[src/lmk_pkg.sv]
`timescale 1ns / 1ps
// ----------------------------------------------------------------------------
// lmk_pkg
// Shared types and constants of the landmark de-duplication table.
// ----------------------------------------------------------------------------
package lmk_pkg;

    localparam int LMK_TABLE_DEPTH = 64;
    localparam int LMK_COORD_BITS  = 24;

    localparam int CFG_W    = 24;
    localparam int CFG_SQ_W = 2 * CFG_W;
    localparam int TOTAL_W  = 7;
    localparam int VERD_W   = 2;

    localparam logic [CFG_W-1:0] SAME_RADIUS_RST = CFG_W'(100000);
    localparam logic [CFG_W-1:0] RANGE_LIMIT_RST = CFG_W'(30000);

    typedef enum logic {
        CFG_SAME_RADIUS = 1'b0,
        CFG_RANGE_LIMIT = 1'b1
    } t_cfg_idx;

    typedef enum logic [VERD_W-1:0] {
        V_OUT_OF_RANGE = 2'd0,
        V_DUPLICATE    = 2'd1,
        V_STORED       = 2'd2,
        V_FULL         = 2'd3
    } t_verdict;

    typedef enum logic [2:0] {
        S_IDLE,
        S_GATE,
        S_GATE_WAIT,
        S_SCAN,
        S_SCAN_WAIT,
        S_EMIT
    } t_state;

    // Travels alongside each distance request through the pipeline
    typedef struct packed {
        logic scan;   // table entry against candidate (else vehicle gate)
        logic last;   // final table entry of this scan
    } t_dsq_tag;

endpackage

[src/lmk_dsq.sv]
`timescale 1ns / 1ps
// ----------------------------------------------------------------------------
// lmk_dsq
// Three-stage squared-distance pipeline: magnitudes, squares, sum.
// ----------------------------------------------------------------------------
module lmk_dsq #(
    parameter int COORD_BITS = lmk_pkg::LMK_COORD_BITS
) (
    input  logic                         i_clk,
    input  logic                         i_rst_n,
    input  logic                         i_vld,
    input  lmk_pkg::t_dsq_tag            i_tag,
    input  logic signed [COORD_BITS-1:0] i_ax,
    input  logic signed [COORD_BITS-1:0] i_ay,
    input  logic signed [COORD_BITS-1:0] i_az,
    input  logic signed [COORD_BITS-1:0] i_bx,
    input  logic signed [COORD_BITS-1:0] i_by,
    input  logic signed [COORD_BITS-1:0] i_bz,
    output logic                         o_vld,
    output lmk_pkg::t_dsq_tag            o_tag,
    output logic [2*COORD_BITS+1:0]      o_sum
);
    import lmk_pkg::*;

    localparam int SQ_W  = 2 * COORD_BITS;
    localparam int SUM_W = SQ_W + 2;
    localparam int NSTG  = 3;

    logic signed [COORD_BITS-1:0] w_a [3];
    logic signed [COORD_BITS-1:0] w_b [3];
    logic signed [COORD_BITS:0]   w_diff [3];
    logic signed [COORD_BITS:0]   w_abs [3];
    logic [COORD_BITS-1:0]        n_mag [3];

    logic [COORD_BITS-1:0] r_mag [3];
    logic [SQ_W-1:0]       r_sq [3];
    logic [SUM_W-1:0]      r_sum;
    logic [NSTG-1:0]       r_vld;
    t_dsq_tag              r_tag [NSTG];

    assign w_a[0] = i_ax;
    assign w_a[1] = i_ay;
    assign w_a[2] = i_az;
    assign w_b[0] = i_bx;
    assign w_b[1] = i_by;
    assign w_b[2] = i_bz;

    // The difference magnitude never exceeds 2^COORD_BITS - 1
    always_comb begin
        for (int k = 0; k < 3; k++) begin
            w_diff[k] = {w_a[k][COORD_BITS-1], w_a[k]} - {w_b[k][COORD_BITS-1], w_b[k]};
            w_abs[k]  = w_diff[k][COORD_BITS] ? -w_diff[k] : w_diff[k];
            n_mag[k]  = w_abs[k][COORD_BITS-1:0];
        end
    end

    always_ff @(posedge i_clk) begin
        for (int k = 0; k < 3; k++) begin
            r_mag[k] <= n_mag[k];
            r_sq[k]  <= r_mag[k] * r_mag[k];
        end
        r_sum    <= SUM_W'(r_sq[0]) + SUM_W'(r_sq[1]) + SUM_W'(r_sq[2]);
        r_tag[0] <= i_tag;
        r_tag[1] <= r_tag[0];
        r_tag[2] <= r_tag[1];
    end

    always_ff @(posedge i_clk) begin
        if (!i_rst_n) begin
            r_vld <= '0;
        end else begin
            r_vld <= {r_vld[NSTG-2:0], i_vld};
        end
    end

    assign o_vld = r_vld[NSTG-1];
    assign o_tag = r_tag[NSTG-1];
    assign o_sum = r_sum;
endmodule

[config.mk]
export PLATFORM = sky130hd
export DESIGN_NAME = lmk_dsq
export DESIGN_NICKNAME = d
export VERILOG_FILES = /design/src/lmk_pkg.sv /design/src/lmk_dsq.sv
export SDC_FILE = /design/constraint.sdc
export NUM_CORES = 2
export LEC_CHECK = 0
export BUFFER_PORTS_ARGS = -buffer_cell sky130_fd_sc_hd__buf_2
export CORE_ASPECT_RATIO = 1.75
export CORE_MARGIN = 3
export CORE_UTILIZATION = 60
export CTS_BUF_LIST = sky130_fd_sc_hd__clkbuf_8
export DETAILED_ROUTE_END_ITERATION = 10
export PLACE_DENSITY_LB_ADDON = 0.25
export SKIP_LAST_GASP = 1
export SYNTH_ARGS = -nofsm -noshare
export SYNTH_HDL_FRONTEND = slang
export SYNTH_SLANG_ARGS = --single-unit
export TNS_END_PERCENT = 5
[constraint.sdc]
create_clock -name i_clk -period 21.4 [get_ports i_clk]
set_clock_uncertainty 0.1 [all_clocks]
set_input_delay 5.35 -clock i_clk [delete_from_list [all_inputs] [get_ports i_clk]]
set_output_delay 5.35 -clock i_clk [all_outputs]
set_load 0.01 [all_outputs]
# Word-level counts from Yosys, hierarchy flattened
# Memories as Yosys holds them, arrays and structs flattened.
# Cells that the tools add are included.
# word_totals
reg_bits	53
wordCells	19
out_inout_bits	53
mem_bits_rw	222
n_memories	3
inputBits	149
# mem_list
memory	words	word_bits	read_ports	rd_ports_with_merged_regs	write_ports	line_no	rtl
r_sq	3	48	3	0	3	lmk_dsq.sv:36	logic [SQ_W-1:0] r_sq [3];
r_mag	3	24	3	0	3	lmk_dsq.sv:35	logic [COORD_BITS-1:0] r_mag [3];
r_tag	3	2	3	0	3	lmk_dsq.sv:39	t_dsq_tag r_tag [NSTG];
# classes
addsub	8
mul	3
muxes	3
# ops
operator	n
$mul A24 B24 Y48	3
$sub A24 B24 Y25	3
$mux W24	3
$neg A24 Y24	3
$add A49 B48 Y50	1
$add A48 B48 Y49	1

# Depth between registers and ports, before layout
# logic_depth
ltp_word	3
mapped_depth	29
mapped_depth_nobuf	28

# Worst setup path after synthesis
# No wires, ideal clock.
# synth_timing
kind	input-to-reg
from	in i_az[0]
to	mem r_mag[0][71] in the netlist's numbering
arrival_ps	8573
cell_stages	15
n_path_buf	0
path_slack_ps	12655
setup_time_ps	72
t_required_ps	21228
path_cell_list	inv_1 > ha_1 > inv_1 > fa_1 > a211oi_2 > nor2_1 > o31a_1 > o21ba_2 > a221o_2 > a21oi_4 > xnor2_1 > or4_1 > o31a_1 > a211oi_2 > xor2_1
# synth_lines
element	line_no	rtl
start: declaration	lmk_dsq.sv:15	input logic signed [COORD_BITS-1:0] i_az,
end: declaration	lmk_dsq.sv:35	

==> metrics <==
outcome=finished clean; Pins Over Slew Limit=0; number of fillers in the final layout=8610; Max-Cap Viols=0; Max Clk Rate=108.9 MHz; Final Hold Fails=0; WL per Instance=18.55 um; DRT Pass-1 Iters=5; Global Route Usage Sum=29.91%; I/O pins=202; Seq cells post-synth=272; Clock Path Buffers=3; Post-CTS Hold Buffers=0; Reg2Reg Launch Point=r_mag[0][26]; Core ar.=103600 sq um; CP Data Required Time=21.91 ns; Initial Utilization=60.62%; CTS tree=yes; P&R area growth vs syn=5.732%; # DRC=0; first-pass GRT wire length=255700 um; Yosys warnings=0; gr ovfl total=0; Reg clk slew, reported paths=0.08 ns; cells after synthesis=6905; crit share post-route=42.89%; GPL Wtd Cong=0.9495; TritonCTS Buffers=48; H-tree levels=2; worst reg2reg path depth=26; fin crit period=9.179 ns; Finished Cell Area=66430 sq um; Async S/R FF share, synth=0%; synthesized area=62830 sq um; layout cells sized above 1=5.505%; setup_tns=0 ns; clk root buf=clkbuf_8; crit-path max FO=24; Clk Latency, worst-skew pair=0.69 ns; vias per std cell=5.512; largest net degree at the start of global routing=27; commonest non-fill, non-tap cells in the layout=inv_1 (1931), fa_1 (1316), ha_1 (651); initial antenna violation count=6; Post-synth EDFFs=0; Port Buf Inserts=201; most common cell after layout, fill and taps aside=inv_1; Die Ht=434.1 um; Hold EP=r_tag[0][5]; Hold Path Class=reg2reg; Worst EP arrival=9.68 ns; clk sinks=272; Die Area=108800 sq um; Unique masters post-synth=83; vias=46360; crit path launch type=flip-flop; Setup crit end kind=flip-flop; WHS Path Cells=0; Post-CTS Setup Inserts=0; Rows=156; Synth Flop Type=dfxtp_1; critical path class=reg2reg; register area share after synthesis=8.667%; WL final=156000 um; syn_area_per_cell=9.099 sq um; final setup fails=0; post-CTS sizing=0; slew at the pin closest to its max-slew limit=1.257 ns; Slew HR=16.10%; final net count=9144; RSZ-0062 raised after global routing=false; Post-DRT Antenna Nets=0; Die W=250.6 um; DP HPWL=129300 um; Iteration-0 DRC Markers=1980; flop2flop setup slack=12.22 ns; startpoint of the worst hold path=r_tag[0][3]; Crit Reg-Reg Endpoint=r_sq[0][90]; vias in the first global route=51610; DP Area=65260 sq um
==> cell type report <==
| class | count | area (sq um) | share of cell area [%] |
|---|---|---|---|
| Antenna cell | 2 | 5.005 | 0.007534 |
| Clock buffer | 56 | 770.7 | 1.160 |
| Clock inverter | 32 | 389.1 | 0.5858 |
| Inverter | 1927 | 7233 | 10.89 |
| Multi-Input combinational cell | 4509 | 49380 | 74.34 |
| Sequential cell | 272 | 5445 | 8.197 |
| Tap cell | 1343 | 1680 | 2.530 |
| Timing Repair Buffer | 270 | 1524 | 2.294 |
==> logic make-up after synthesis <==
group,count (synthesis),share of synthesized area [%]
other cells,1,0.005969
flops,272,8.667
simple gates,1422,10.96
buf+inv,2126,12.75
compound gates,792,8.163
fa+ha+maj,1967,54.90
xor+xnor,315,4.391
mux,10,0.1713
==> cells in the mapped netlist (47+ instances only) <==
cell type  instances  share of area [%]
inv_1           1926                 12
fa_1            1316                 42
ha_1             651                 13
nand2_1          590                3.5
and2_1           357                3.6
dfxtp_1          272                8.7
a21oi_1          251                2.0
xnor2_1          209                2.9
nor2_1           193                1.2
clkbuf_1         191                1.1
a21o_1           129                1.5
o21ai_0          118               0.94
xor2_1           106                1.5
nand3_1           54               0.43
nor3_1            47               0.37
==> critical path: stages (launching register included) <==
cell	delay, ns
dfxtp_1	1.15
nand2_1	0.28
fa_1	0.59
inv_1	0.05
fa_1	0.52
inv_1	0.05
fa_1	0.53
inv_1	0.05
fa_1	0.50
inv_1	0.05
fa_1	0.52
inv_1	0.05
fa_1	0.47
inv_1	0.05
fa_1	0.48
inv_1	0.05
ha_1	0.37
and4_1	0.28
o211ai_1	0.12
a2111oi_0	0.84
o211ai_1	0.34
a211o_1	0.37
a211o_1	0.30
a31oi_1	0.43
a31oi_1	0.22
o21ai_1	0.18
xor2_1	0.15
==> flip-flops by register name (all words and copies together) (netlist names) <==
register and flops:
o_sum 50, r_mag 72, r_sq 141, r_tag 6, r_vld 3
==> metrics by stage <==
stage | cells | hold WS [ns] | util [%] | setup slack [ns]
floorplan | 6907 | 0.2096 | - | 12.66
global placement | 8321 | 0.2097 | 62.97 | 12.00
detailed placement | 8321 | 0.2132 | 62.97 | 11.92
CTS | 8409 | 0.2274 | 64.09 | 12.23
global route | 8410 | 0.2366 | 64.09 | 11.73
finish | 8411 | 0.2245 | 64.09 | 12.22
==> worst max path at each step <==
stage,slack (ns),endpoint,cells after the start,startpoint
2_1_floorplan,12.66,r_mag[0][71],15,i_az[0]
5_1_grt,11.73,r_sq[0][90],26,r_mag[0][26]
6_report,12.22,r_sq[0][90],26,r_mag[0][26]
4_1_cts,12.23,r_sq[0][90],26,r_mag[0][26]
3_3_place_gp,12.00,r_mag[0][64],16,i_az[0]
3_5_place_dp,11.92,r_mag[0][64],16,i_az[0]
==> per-layer routing <==
layer | wire length [um] | vias up | GRT usage (%)
met5 | 13 | - | 0
met4 | 11120 | 2 | 18.20
met3 | 7362 | 632 | 3.112
met2 | 84780 | 1456 | 56.86
met1 | 52720 | 23270 | 31.65
li1 | - | 21000 | -
Power is left out: the tool's default activity adds up to more than one toggle a clock period on the data nets, which glitch-free logic cannot reach.
